**src/design/dmms_pkg.sv**
```systemverilog
// ----------------------------------------------------------------------------
// dmms_pkg
// Types and fixed widths shared by the statistics core modules.
// ----------------------------------------------------------------------------
package dmms_pkg;

  // Width of one sample word and of min, max and average.
  localparam int SAMPLE_W = 16;
  // Fraction bits fed into the square root (Q.8 result needs 16).
  localparam int FRAC_W   = 16;
  // Width of the reported deviation.
  localparam int DEV_W    = 23;
  // Widths of the total and count result fields.
  localparam int TOTAL_W  = 32;
  localparam int COUNT_W  = 17;

  // Commands from the sequencer to the datapath.
  typedef struct packed {
    logic acc;        // take one sample into the running sums
    logic clr;        // clear the running state after a result
    logic div_load;   // start the shared divider
    logic div_sel_s;  // divider numerator: 0 = |sum|, 1 = S * 2^16
    logic cap_q;      // capture mean magnitude and remainder
    logic mul_sq;     // q * q
    logic mul_nsq;    // n * q^2
    logic mul_qr;     // q * r
    logic sub;        // form the sum of squared deviations
    logic sqrt_load;  // start the square root on the divider quotient
    logic out_load;   // register the result word
  } cmd_t;

  // Status from the datapath to the sequencer.
  typedef struct packed {
    logic div_done;
    logic sqrt_done;
  } sts_t;

endpackage

```
**src/design/dmms_ctrl.sv**
```systemverilog
// ----------------------------------------------------------------------------
// dmms_ctrl
// Sequencer: accumulates while idle, then walks the finishing steps.
// ----------------------------------------------------------------------------
module dmms_ctrl
  import dmms_pkg::*;
(
  input  logic clk,
  input  logic rst_n,
  input  logic start,
  input  logic in_last,
  input  sts_t sts,
  output cmd_t cmd,
  output logic busy
);

  typedef enum logic [8:0] {
    ST_ACC     = 9'b000000001,
    ST_LOAD1   = 9'b000000010,
    ST_DIV1    = 9'b000000100,
    ST_MUL_SQ  = 9'b000001000,
    ST_MUL_NSQ = 9'b000010000,
    ST_MUL_QR  = 9'b000100000,
    ST_SUB     = 9'b001000000,
    ST_LOAD2   = 9'b010000000,
    ST_ROOT    = 9'b100000000
  } state_t;

  state_t state_r, state_nxt;
  logic   div2_r, div2_nxt;

  assign busy = (state_r != ST_ACC);

  always_comb begin
    state_nxt = state_r;
    div2_nxt  = div2_r;
    cmd       = '0;
    case (state_r)
      ST_ACC: begin
        cmd.acc = start;
        if (start && in_last) begin
          state_nxt = ST_LOAD1;
        end
      end
      ST_LOAD1: begin
        cmd.div_load = 1'b1;
        div2_nxt     = 1'b0;
        state_nxt    = ST_DIV1;
      end
      ST_DIV1: begin
        // Shared by both divisions; div2_r tells which one is running.
        if (sts.div_done) begin
          if (div2_r) begin
            cmd.sqrt_load = 1'b1;
            state_nxt     = ST_ROOT;
          end else begin
            cmd.cap_q = 1'b1;
            state_nxt = ST_MUL_SQ;
          end
        end
      end
      ST_MUL_SQ: begin
        cmd.mul_sq = 1'b1;
        state_nxt  = ST_MUL_NSQ;
      end
      ST_MUL_NSQ: begin
        cmd.mul_nsq = 1'b1;
        state_nxt   = ST_MUL_QR;
      end
      ST_MUL_QR: begin
        cmd.mul_qr = 1'b1;
        state_nxt  = ST_SUB;
      end
      ST_SUB: begin
        cmd.sub   = 1'b1;
        state_nxt = ST_LOAD2;
      end
      ST_LOAD2: begin
        cmd.div_load  = 1'b1;
        cmd.div_sel_s = 1'b1;
        div2_nxt      = 1'b1;
        state_nxt     = ST_DIV1;
      end
      ST_ROOT: begin
        if (sts.sqrt_done) begin
          cmd.out_load = 1'b1;
          cmd.clr      = 1'b1;
          state_nxt    = ST_ACC;
        end
      end
      default: begin
        state_nxt = ST_ACC;
      end
    endcase
  end

  always_ff @(posedge clk) begin
    if (!rst_n) begin
      state_r <= ST_ACC;
      div2_r  <= 1'b0;
    end else begin
      state_r <= state_nxt;
      div2_r  <= div2_nxt;
    end
  end

endmodule

```
**src/design/dmms_div.sv**
```systemverilog
// ----------------------------------------------------------------------------
// dmms_div
// Restoring unsigned divider, one quotient bit per cycle.
// ----------------------------------------------------------------------------
module dmms_div
  import dmms_pkg::*;
#(
  parameter int NUM_W = 65,
  parameter int DEN_W = 17
) (
  input  logic             clk,
  input  logic             rst_n,
  input  logic             load,
  input  logic [NUM_W-1:0] num,
  input  logic [DEN_W-1:0] den,
  output logic [NUM_W-1:0] quo,
  output logic [DEN_W-1:0] rem,
  output logic             done
);

  localparam int CNT_W = $clog2(NUM_W + 1);

  logic [NUM_W-1:0] quo_r;
  logic [DEN_W-1:0] rem_r, rem_nxt;
  logic [DEN_W-1:0] den_r;
  logic [CNT_W-1:0] cnt_r;
  logic             done_r;
  logic [DEN_W:0]   rem_sh;
  logic [DEN_W+1:0] diff;
  logic             borrow;

  // Shift the next numerator bit into the partial remainder and try the divisor.
  assign rem_sh  = {rem_r, quo_r[NUM_W-1]};
  assign diff    = {1'b0, rem_sh} - {2'b00, den_r};
  assign borrow  = diff[DEN_W+1];
  assign rem_nxt = borrow ? rem_sh[DEN_W-1:0] : diff[DEN_W-1:0];

  always_ff @(posedge clk) begin
    if (!rst_n) begin
      cnt_r  <= '0;
      done_r <= 1'b0;
    end else begin
      done_r <= 1'b0;
      if (load) begin
        cnt_r <= CNT_W'(NUM_W);
      end else if (cnt_r != '0) begin
        cnt_r  <= cnt_r - 1'b1;
        done_r <= (cnt_r == CNT_W'(1));
      end
    end
  end

  always_ff @(posedge clk) begin
    if (load) begin
      quo_r <= num;
      rem_r <= '0;
      den_r <= den;
    end else if (cnt_r != '0) begin
      quo_r <= {quo_r[NUM_W-2:0], ~borrow};
      rem_r <= rem_nxt;
    end
  end

  assign quo  = quo_r;
  assign rem  = rem_r;
  assign done = done_r;

endmodule

```
**src/design/dmms_sqrt.sv**
```systemverilog
// ----------------------------------------------------------------------------
// dmms_sqrt
// Digit-by-digit integer square root, one root bit per cycle.
// ----------------------------------------------------------------------------
module dmms_sqrt
  import dmms_pkg::*;
#(
  parameter int IN_W = 66
) (
  input  logic              clk,
  input  logic              rst_n,
  input  logic              load,
  input  logic [IN_W-1:0]   x,
  output logic [IN_W/2-1:0] root,
  output logic              done
);

  localparam int RW    = IN_W / 2;
  localparam int CNT_W = $clog2(RW + 1);

  logic [IN_W-1:0]  x_r;
  logic [RW:0]      rem_r;
  logic [RW-1:0]    root_r;
  logic [CNT_W-1:0] cnt_r;
  logic             done_r;
  logic [RW+2:0]    rem_sh;
  logic [RW+2:0]    trial;
  logic [RW+2:0]    rem_diff;
  logic             ge;

  // Bring down two radicand bits and test the trial value 4*root + 1.
  assign rem_sh   = {rem_r, x_r[IN_W-1 -: 2]};
  assign trial    = {1'b0, root_r, 2'b01};
  assign ge       = (rem_sh >= trial);
  assign rem_diff = ge ? (rem_sh - trial) : rem_sh;

  always_ff @(posedge clk) begin
    if (!rst_n) begin
      cnt_r  <= '0;
      done_r <= 1'b0;
    end else begin
      done_r <= 1'b0;
      if (load) begin
        cnt_r <= CNT_W'(RW);
      end else if (cnt_r != '0) begin
        cnt_r  <= cnt_r - 1'b1;
        done_r <= (cnt_r == CNT_W'(1));
      end
    end
  end

  always_ff @(posedge clk) begin
    if (load) begin
      x_r    <= x;
      rem_r  <= '0;
      root_r <= '0;
    end else if (cnt_r != '0) begin
      x_r    <= {x_r[IN_W-3:0], 2'b00};
      rem_r  <= rem_diff[RW:0];
      root_r <= {root_r[RW-2:0], ge};
    end
  end

  assign root = root_r;
  assign done = done_r;

endmodule

```
**src/design/dmms_dp.sv**
```systemverilog
// ----------------------------------------------------------------------------
// dmms_dp
// Datapath: running min, max, sum and sum of squares, the shared multiplier,
// divider and square root, and the result word register.
// ----------------------------------------------------------------------------
module dmms_dp
  import dmms_pkg::*;
#(
  parameter int MAX_COUNT = 65536
) (
  input  logic                       clk,
  input  logic                       rst_n,
  input  cmd_t                       cmd,
  output sts_t                       sts,
  input  logic signed [SAMPLE_W-1:0] in_sample,
  output logic                       out_valid,
  output logic signed [SAMPLE_W-1:0] out_minimum,
  output logic signed [SAMPLE_W-1:0] out_maximum,
  output logic signed [TOTAL_W-1:0]  out_total,
  output logic signed [SAMPLE_W-1:0] out_average,
  output logic        [DEV_W-1:0]    out_deviation_q8,
  output logic        [COUNT_W-1:0]  out_sample_count,
  output logic                       out_dropped
);

  localparam int CW    = $clog2(MAX_COUNT + 1);
  localparam int SUM_W = SAMPLE_W + CW;
  localparam int SSQ_W = 2 * SAMPLE_W + CW;
  localparam int NUM_W = SSQ_W + FRAC_W;
  localparam int SQ_W  = NUM_W + (NUM_W % 2);
  localparam int RW    = SQ_W / 2;
  localparam int QW    = SAMPLE_W + 1;
  localparam int AW    = (QW > CW) ? QW : CW;
  localparam int BW    = 2 * QW;
  localparam int PW    = AW + BW;
  localparam int TW    = (SUM_W > TOTAL_W + 1) ? SUM_W : TOTAL_W + 1;
  localparam int NW    = (CW > COUNT_W) ? CW : COUNT_W;

  localparam logic [CW-1:0]        CNT_MAX = CW'(MAX_COUNT);
  localparam logic signed [TW-1:0] TOT_HI  = TW'(64'sd2147483647);
  localparam logic signed [TW-1:0] TOT_LO  = TW'(-64'sd2147483648);

  // Running state.
  logic [CW-1:0]                cnt_r;
  logic signed [SUM_W-1:0]      sum_r, sum_nxt;
  logic [SSQ_W-1:0]             ssq_r, ssq_nxt;
  logic                         ovf_r;
  logic signed [SAMPLE_W-1:0]   min_r, max_r;
  logic signed [2*SAMPLE_W-1:0] xsq;
  logic                         room;

  // Finishing state.
  logic [QW-1:0]    q_r;
  logic [CW-1:0]    r_r;
  logic             neg_r;
  logic [BW-1:0]    sq_r;
  logic [SSQ_W-1:0] nsq_r, qr_r, s_r;
  logic [SSQ_W+1:0] s_nxt;
  logic             out_valid_r;

  // Shared units.
  logic [AW-1:0]    mul_a;
  logic [BW-1:0]    mul_b;
  logic [PW-1:0]    prod;
  logic [SUM_W-1:0] sum_mag;
  logic [NUM_W-1:0] div_num, div_quo;
  logic [CW-1:0]    div_rem;
  logic             div_done;
  logic [RW-1:0]    root;
  logic             sqrt_done;

  // Result formatting.
  logic signed [TW-1:0]       sum_ext;
  logic [TOTAL_W-1:0]         tot_sat;
  logic [QW-1:0]              mean_s;
  logic [DEV_W-1:0]           dev_sat;
  logic [NW-1:0]              cnt_ext;

  assign room    = (cnt_r < CNT_MAX);
  assign xsq     = in_sample * in_sample;
  assign sum_nxt = sum_r + SUM_W'(in_sample);
  assign ssq_nxt = ssq_r + SSQ_W'(unsigned'(xsq));

  always_ff @(posedge clk) begin
    if (!rst_n) begin
      cnt_r       <= '0;
      sum_r       <= '0;
      ssq_r       <= '0;
      ovf_r       <= 1'b0;
      out_valid_r <= 1'b0;
    end else begin
      out_valid_r <= cmd.out_load;
      if (cmd.clr) begin
        cnt_r <= '0;
        sum_r <= '0;
        ssq_r <= '0;
        ovf_r <= 1'b0;
      end else if (cmd.acc) begin
        if (room) begin
          cnt_r <= cnt_r + 1'b1;
          sum_r <= sum_nxt;
          ssq_r <= ssq_nxt;
        end else begin
          ovf_r <= 1'b1;
        end
      end
    end
  end

  always_ff @(posedge clk) begin
    if (cmd.acc && room) begin
      if (cnt_r == '0) begin
        min_r <= in_sample;
        max_r <= in_sample;
      end else begin
        if (in_sample < min_r) begin
          min_r <= in_sample;
        end
        if (in_sample > max_r) begin
          max_r <= in_sample;
        end
      end
    end
  end

  // The first division yields |m| and |r| with sum = n*m + r; both share the
  // sign of the sum, so S = sumsq - n*m*m - 2*m*r works on magnitudes alone.
  assign sum_mag = sum_r[SUM_W-1] ? (~sum_r + 1'b1) : sum_r;
  assign div_num = cmd.div_sel_s ? {s_r, {FRAC_W{1'b0}}} : NUM_W'(sum_mag);

  dmms_div #(
    .NUM_W (NUM_W),
    .DEN_W (CW)
  ) u_div (
    .clk   (clk),
    .rst_n (rst_n),
    .load  (cmd.div_load),
    .num   (div_num),
    .den   (cnt_r),
    .quo   (div_quo),
    .rem   (div_rem),
    .done  (div_done)
  );

  dmms_sqrt #(
    .IN_W (SQ_W)
  ) u_sqrt (
    .clk   (clk),
    .rst_n (rst_n),
    .load  (cmd.sqrt_load),
    .x     (SQ_W'(div_quo)),
    .root  (root),
    .done  (sqrt_done)
  );

  assign sts = {div_done, sqrt_done};

  assign mul_a = cmd.mul_nsq ? AW'(cnt_r) : AW'(q_r);
  assign mul_b = cmd.mul_nsq ? sq_r : (cmd.mul_qr ? BW'(r_r) : BW'(q_r));
  assign prod  = mul_a * mul_b;
  assign s_nxt = (SSQ_W+2)'(ssq_r) - (SSQ_W+2)'(nsq_r) - {1'b0, qr_r, 1'b0};

  always_ff @(posedge clk) begin
    if (cmd.cap_q) begin
      q_r   <= div_quo[QW-1:0];
      r_r   <= div_rem;
      neg_r <= sum_r[SUM_W-1];
    end
    if (cmd.mul_sq) begin
      sq_r <= prod[BW-1:0];
    end
    if (cmd.mul_nsq) begin
      nsq_r <= prod[SSQ_W-1:0];
    end
    if (cmd.mul_qr) begin
      qr_r <= prod[SSQ_W-1:0];
    end
    if (cmd.sub) begin
      s_r <= s_nxt[SSQ_W-1:0];
    end
  end

  assign sum_ext = TW'(sum_r);
  assign tot_sat = (sum_ext > TOT_HI) ? {1'b0, {(TOTAL_W-1){1'b1}}} :
                   (sum_ext < TOT_LO) ? {1'b1, {(TOTAL_W-1){1'b0}}} :
                   sum_ext[TOTAL_W-1:0];
  assign mean_s  = neg_r ? (~q_r + 1'b1) : q_r;
  assign dev_sat = (|root[RW-1:DEV_W]) ? {DEV_W{1'b1}} : root[DEV_W-1:0];
  assign cnt_ext = NW'(cnt_r);

  always_ff @(posedge clk) begin
    if (cmd.out_load) begin
      out_minimum      <= min_r;
      out_maximum      <= max_r;
      out_total        <= tot_sat;
      out_average      <= mean_s[SAMPLE_W-1:0];
      out_deviation_q8 <= dev_sat;
      out_sample_count <= cnt_ext[COUNT_W-1:0];
      out_dropped      <= ovf_r;
    end
  end

  assign out_valid = out_valid_r;

endmodule

```
**src/design/dataset_min_max_mean_stddev_core.sv**
```systemverilog
// ----------------------------------------------------------------------------
// dataset_min_max_mean_stddev_core
// Minimum, maximum, total, mean and population standard deviation of a set.
// ----------------------------------------------------------------------------
// Samples of a data set are written one word at a time with start while busy
// is low; in_last marks the final sample of the set. While a set is being
// collected the core takes one sample every cycle. The final sample raises
// busy while the core finishes the set, mostly in the two bit-serial divisions
// over W = 2*16 + clog2(MAX_COUNT+1) + 16 bits, the shared divider width, and
// in the bit-serial square root. When busy falls, the result word appears on
// the out_ ports for exactly one cycle, marked by out_valid; there is no way to
// stall it, so the receiver must capture it in that cycle. A new set may start
// in the same cycle the result is shown. Samples beyond MAX_COUNT in a set are
// discarded and reported through out_dropped; the total saturates to the
// signed 32-bit range and the deviation is given in unsigned Q.8, floored.
// ----------------------------------------------------------------------------
module dataset_min_max_mean_stddev_core
  import dmms_pkg::*;
#(
  parameter int MAX_COUNT = 65536
) (
  input  logic                       clk,
  input  logic                       rst_n,
  // Sample channel.
  input  logic                       start,
  output logic                       busy,
  input  logic signed [SAMPLE_W-1:0] in_sample,
  input  logic                       in_last,
  // Result channel.
  output logic                       out_valid,
  output logic signed [SAMPLE_W-1:0] out_minimum,
  output logic signed [SAMPLE_W-1:0] out_maximum,
  output logic signed [TOTAL_W-1:0]  out_total,
  output logic signed [SAMPLE_W-1:0] out_average,
  output logic        [DEV_W-1:0]    out_deviation_q8,
  output logic        [COUNT_W-1:0]  out_sample_count,
  output logic                       out_dropped
);

  // The sequencer drives the datapath through a command word and watches
  // the completion flags of the divider and the square root.
  cmd_t cmd;
  sts_t sts;

  dmms_ctrl u_ctrl (
    .clk     (clk),
    .rst_n   (rst_n),
    .start   (start),
    .in_last (in_last),
    .sts     (sts),
    .cmd     (cmd),
    .busy    (busy)
  );

  // Accumulators, the shared arithmetic units and the result register.
  dmms_dp #(
    .MAX_COUNT (MAX_COUNT)
  ) u_dp (
    .clk              (clk),
    .rst_n            (rst_n),
    .cmd              (cmd),
    .sts              (sts),
    .in_sample        (in_sample),
    .out_valid        (out_valid),
    .out_minimum      (out_minimum),
    .out_maximum      (out_maximum),
    .out_total        (out_total),
    .out_average      (out_average),
    .out_deviation_q8 (out_deviation_q8),
    .out_sample_count (out_sample_count),
    .out_dropped      (out_dropped)
  );

endmodule

```
**config.mk**
```make
export PLATFORM = sky130hd
export DESIGN_NAME = dataset_min_max_mean_stddev_core
export DESIGN_NICKNAME = d
export VERILOG_FILES = /design/src/design/dmms_pkg.sv /design/src/design/dmms_ctrl.sv /design/src/design/dmms_div.sv /design/src/design/dmms_sqrt.sv /design/src/design/dmms_dp.sv /design/src/design/dataset_min_max_mean_stddev_core.sv
export SDC_FILE = /design/constraint.sdc
export NUM_CORES = 2
export LEC_CHECK = 0
export BUFFER_PORTS_ARGS = -buffer_cell sky130_fd_sc_hd__buf_2
export CAP_MARGIN = 10
export CORE_MARGIN = 2
export CORE_UTILIZATION = 59
export DETAILED_ROUTE_END_ITERATION = 12
export PLACE_DENSITY_LB_ADDON = 0.05
export SYNTH_ARGS = -nofsm -noshare
export SYNTH_HDL_FRONTEND = slang
export SYNTH_SLANG_ARGS = --single-unit
```
**constraint.sdc**
```tcl
create_clock -name clk -period 7.7 [get_ports clk]
set_input_delay 0.385 -clock clk [delete_from_list [all_inputs] [get_ports clk]]
set_output_delay 0.385 -clock clk [all_outputs]
set_load 0.01 [all_outputs]
```
==> results.py <==
metrics = {
    "outcome": {
        "status": "finished, final reports clean",
    },
    "setup_path": {
        "timing.rr.start": "u_ctrl.state_r[7]$_SDFFE_PN0P_",
        "slowest_stage": "fa_1",
        "crit_type": "reg -> reg",
        "crit_path_end": "u_dp.qr_r[45]$_DFFE_PN_",
        "worstPathRequired_ps": 8190,
        "worstPathArrival_ps": 8160,
        "ff2ff_setup_slack_ps": 30,
        "worstRegToRegCells": 32,
        "crit_start": "u_ctrl.state_r[7]$_SDFFE_PN0P_",
        "critPathMaxStageDelay_ps": 580,
        "worstSetupStartpointType": "register",
        "crit_fanout": 5,
        "endpoint_kind": "register",
        "cpMostUsedCell": "fa_1",
        "reg2reg_to": "u_dp.qr_r[45]$_DFFE_PN_",
    },
    "floorplanning": {
        "core-area_um2": 109000,
        "die_y_um": 335,
        "start_util_pct": 59.4,
        "die_w_um": 335,
        "io_pins": 143,
        "dieArea_um2": 112000,
        "rows": 121,
    },
    "yosys": {
        "ys_ff_latch": 726,
        "ys_warn_count": 0,
        "synth_nets": 7976,
        "syn_inst": 6783,
        "synth-main-ff-cell": "edfxtp_1",
        "synth_area_um2": 64500,
        "async_flop_share_pct": 0,
        "synth_cell_types": 85,
        "synth-edff-count": 515,
        "syn_avg_cell_area_um2": 9.52,
        "seq_area_frac_synth_pct": 30.5,
    },
    "sta": {
        "min_period_ps": 7670,
        "setup_viol": 0,
        "worst_hold_slack_ps": 62.7,
        "fin_skew_ps": 38.8,
        "relSlewSlack_pct": 23.5,
        "fmax_mhz": 130,
        "period_share_pct": 99.6,
        "rsz0062_at_grt": "true",
        "worst_pin_slew_ps": 1150,
        "slew_violations": 0,
        "final_hold_viol_count": 0,
    },
    "global_routing": {
        "grt_max_degree": 83,
        "grt.overflow.total": 0,
        "antenna_found_initial": 5,
        "first_global_vias": 50100,
        "grt_pass1_wl_mm": 276,
        "track_usage_pct": 31.5,
    },
    "drt": {
        "drc": 0,
        "via_count": 50100,
        "drt-pass1-iter-count": 6,
        "vias_per_cell": 5.69,
        "drt_iter0_drc": 3966,
        "finalWirelength_mm": 176,
        "ant_nets": 0,
        "wl_per_cell_um": 19.9,
    },
    "cts": {
        "cts.htree.levels": 3,
        "cts-root-buf": "clkbuf_16",
        "cts_num_sinks": 726,
        "clk_latency_ps": 690,
        "cts.clk_slew.worst_paths_ps": 60,
        "cts_buffers": 82,
        "cts_tree": "built",
        "postCtsHoldBufs": 0,
        "clockBufferDepth": 3,
    },
    "placed_design": {
        "gp_congestion": 0.958,
        "portBuffers": 142,
        "hpwl_mm": 135,
    },
    "power": {
        "comb_power_share_pct": 70.6,
        "p_per_area_nw_per_um2": 475,
        "swShare_pct": 44.1,
        "pwr-share-clk_pct": 11.7,
        "peakVddDrop_mv": 1.31,
        "p_int_w": 0.0199,
        "power_leakage_nw": 34.7,
        "seqPwrFrac_pct": 17.7,
        "power_w": 0.0356,
        "power_switching_w": 0.0157,
    },
    "layout": {
        "fillers": 8563,
        "area_growth_pct": 16.1,
        "finalNetCount": 8523,
        "drive_above_1_share_pct": 15.3,
    },
    "job": {
        "drv_cap": 0,
    },
    "min_path": {
        "hp-class": "in -> reg",
    },
}
==> worst min path at each step <==
| stage | from | endpoint | slack, ps | depth (start not counted) |
|---|---|---|---|---|
| 6_report | start | u_dp.ovf_r$_SDFFE_PP0P_ | 60 | 3 |
| 5_1_grt | rst_n | u_ctrl.state_r[0]$_SDFFE_PN1P_ | 60 | 2 |
| 4_1_cts | start | u_dp.ovf_r$_SDFFE_PP0P_ | 40 | 3 |
| 3_3_place_gp | u_dp.min_r[6]$_DFFE_PP_ | u_dp.out_minimum[6]$_DFFE_PP_ | 430 | 0 |
| 2_1_floorplan | u_dp.sum_ext[32]$_SDFFE_PP0P_ | u_dp.neg_r$_DFFE_PP_ | 410 | 0 |
| 3_5_place_dp | u_dp.max_r[7]$_DFFE_PP_ | u_dp.out_maximum[7]$_DFFE_PP_ | 430 | 0 |
==> metrics by stage <==
stage               setup WS, ps  utilization, %  TNS (ps)  cells  instance area [um^2]
floorplan                   6.18               -         0   6783                 64600
global placement            -397            64.5     -7840   8586                 70100
detailed placement          -421            64.5     -9750   8586                 70100
CTS                         2.28            67.6         0   8757                 73500
global route                -185            69.0     -2640   8813                 75000
finish                      29.4            69.0         0   8814                 75000
==> layout make-up <==
| type | count | area, um^2 | area share [%] |
|---|---|---|---|
| Antenna cell | 1 | 2.50 | 0.00334 |
| Timing Repair Buffer | 738 | 5760 | 7.68 |
| Sequential cell | 726 | 19700 | 26.3 |
| Multi-Input combinational cell | 4677 | 40700 | 54.3 |
| Inverter | 1105 | 4150 | 5.54 |
| Clock inverter | 44 | 603 | 0.804 |
| Clock buffer | 109 | 2270 | 3.02 |
| Tap cell | 1414 | 1770 | 2.36 |
==> sequential cells by signal (all words and copies together), names as in the netlist, 23 cells and up <==
| name | flops |
|---|---|
| u_dp.u_sqrt.x_r | 66 |
| u_dp.u_div.quo | 65 |
| u_dp.nsq_r | 49 |
| u_dp.s_r | 49 |
| u_dp.ssq_r | 49 |
| u_dp.qr_r | 48 |
| u_dp.sq_r | 34 |
| u_dp.u_sqrt.rem_r | 34 |
| u_dp.sum_ext | 33 |
| u_dp.u_sqrt.root | 33 |
| u_dp.out_total | 32 |
| u_dp.out_deviation_q8 | 23 |
==> routing by layer <==
metal  wire, um  global-route usage [%]  share of wire, %
met5          6                       0            0.0034
met4       4840                    8.01               2.8
met3      14400                    5.52               8.2
met2      80800                    50.3                46
met1      75500                    44.9                43
==> power by group through the flow <==
stage	Sequential, W	Clock (W)	Combinational (W)
after floorplan	0.00606	0	0.0164
after global placement	0.00632	0	0.0240
after detailed placement	0.00634	0	0.0243
after CTS	0.00628	0.00422	0.0246
after global routing	0.00639	0.00437	0.0282
final	0.00630	0.00417	0.0252
==> layout by cell type (no fill, tap or decap), types with 20 or more instances in the layout <==
master	count
buf_12	20
a211oi_1	53
o21ai_0	194
a21oi_1	355
o21a_1	53
xnor2_1	176
xor2_1	100
clkbuf_16	89
edfxtp_1	515
nand3_1	96
nand4_1	69
ha_1	393
buf_2	140
nand2b_1	41
nor3_1	65
a21o_1	142
nor2_1	357
o31ai_1	24
inv_1	1084
nor2_2	20
and2_1	56
nand2_1	1029
o21bai_1	37
nor2b_1	36
dfxtp_1	206
buf_6	28
or3_1	36
buf_4	534
a31oi_1	25
and3_1	111
fa_1	747
mux2i_1	40
==> cell usage after synthesis (all sizes together) (22+ instances only) <==
master / instances / share of area [%]
o21bai: 37 / 0.43
xor2: 100 / 1.4
mux2i: 46 / 0.71
a31oi: 31 / 0.30
nand2b: 42 / 0.41
nor3: 66 / 0.51
and3: 121 / 1.2
a21o: 144 / 1.7
and2: 67 / 0.65
nand4: 69 / 0.67
xnor2: 184 / 2.5
nor2: 379 / 2.2
o21ai: 230 / 1.8
nand3: 103 / 0.81
dfxtp: 211 / 6.5
o31ai: 24 / 0.28
nand2: 1050 / 6.1
a21oi: 369 / 2.9
fa: 764 / 24
or3: 40 / 0.41
o21a: 58 / 0.67
ha: 409 / 7.9
a211oi: 55 / 0.64
clkbuf: 254 / 1.5
inv: 1102 / 6.4
buf: 22 / 0.16
nor2b: 37 / 0.36
edfxtp: 515 / 24
==> critical path: cells and delay by family (launching register included) <==
kind,cells,cell delay (ps)
AO/OA/AOI/OAI,5,750
multiplexers,1,190
AND/OR/NAND/NOR,7,1410
flip-flops,1,360
buffers and inverters,11,1200
XOR/XNOR,1,220
adder cells (fa/ha/maj),7,3320
==> logic make-up (layout without fill, tap and decap cells) <==
logic type               count (synthesis)  in the layout  synth area share (%)
AO/OA/AOI/OAI                         1098           1098                  10.7
AND/OR/NAND/NOR                       2065           2065                  14.4
XOR/XNOR                               284            284                  3.85
adder cells (fa/ha/maj)               1173           1173                  31.6
other                                    0              1                     0
flip-flops                             726            726                  30.5
buffers and inverters                 1381           1996                  8.06
multiplexers                            56             57                 0.888
==> repair_timing <==
action                     4_1_cts  5_1_grt
setup buffers                   16       55
pin swaps                       13      103
gates resized for setup         66      240
gates cloned                     2        6
setup endpoints to repair       29       68
No activity file was read; power rests on OpenSTA's default activity.
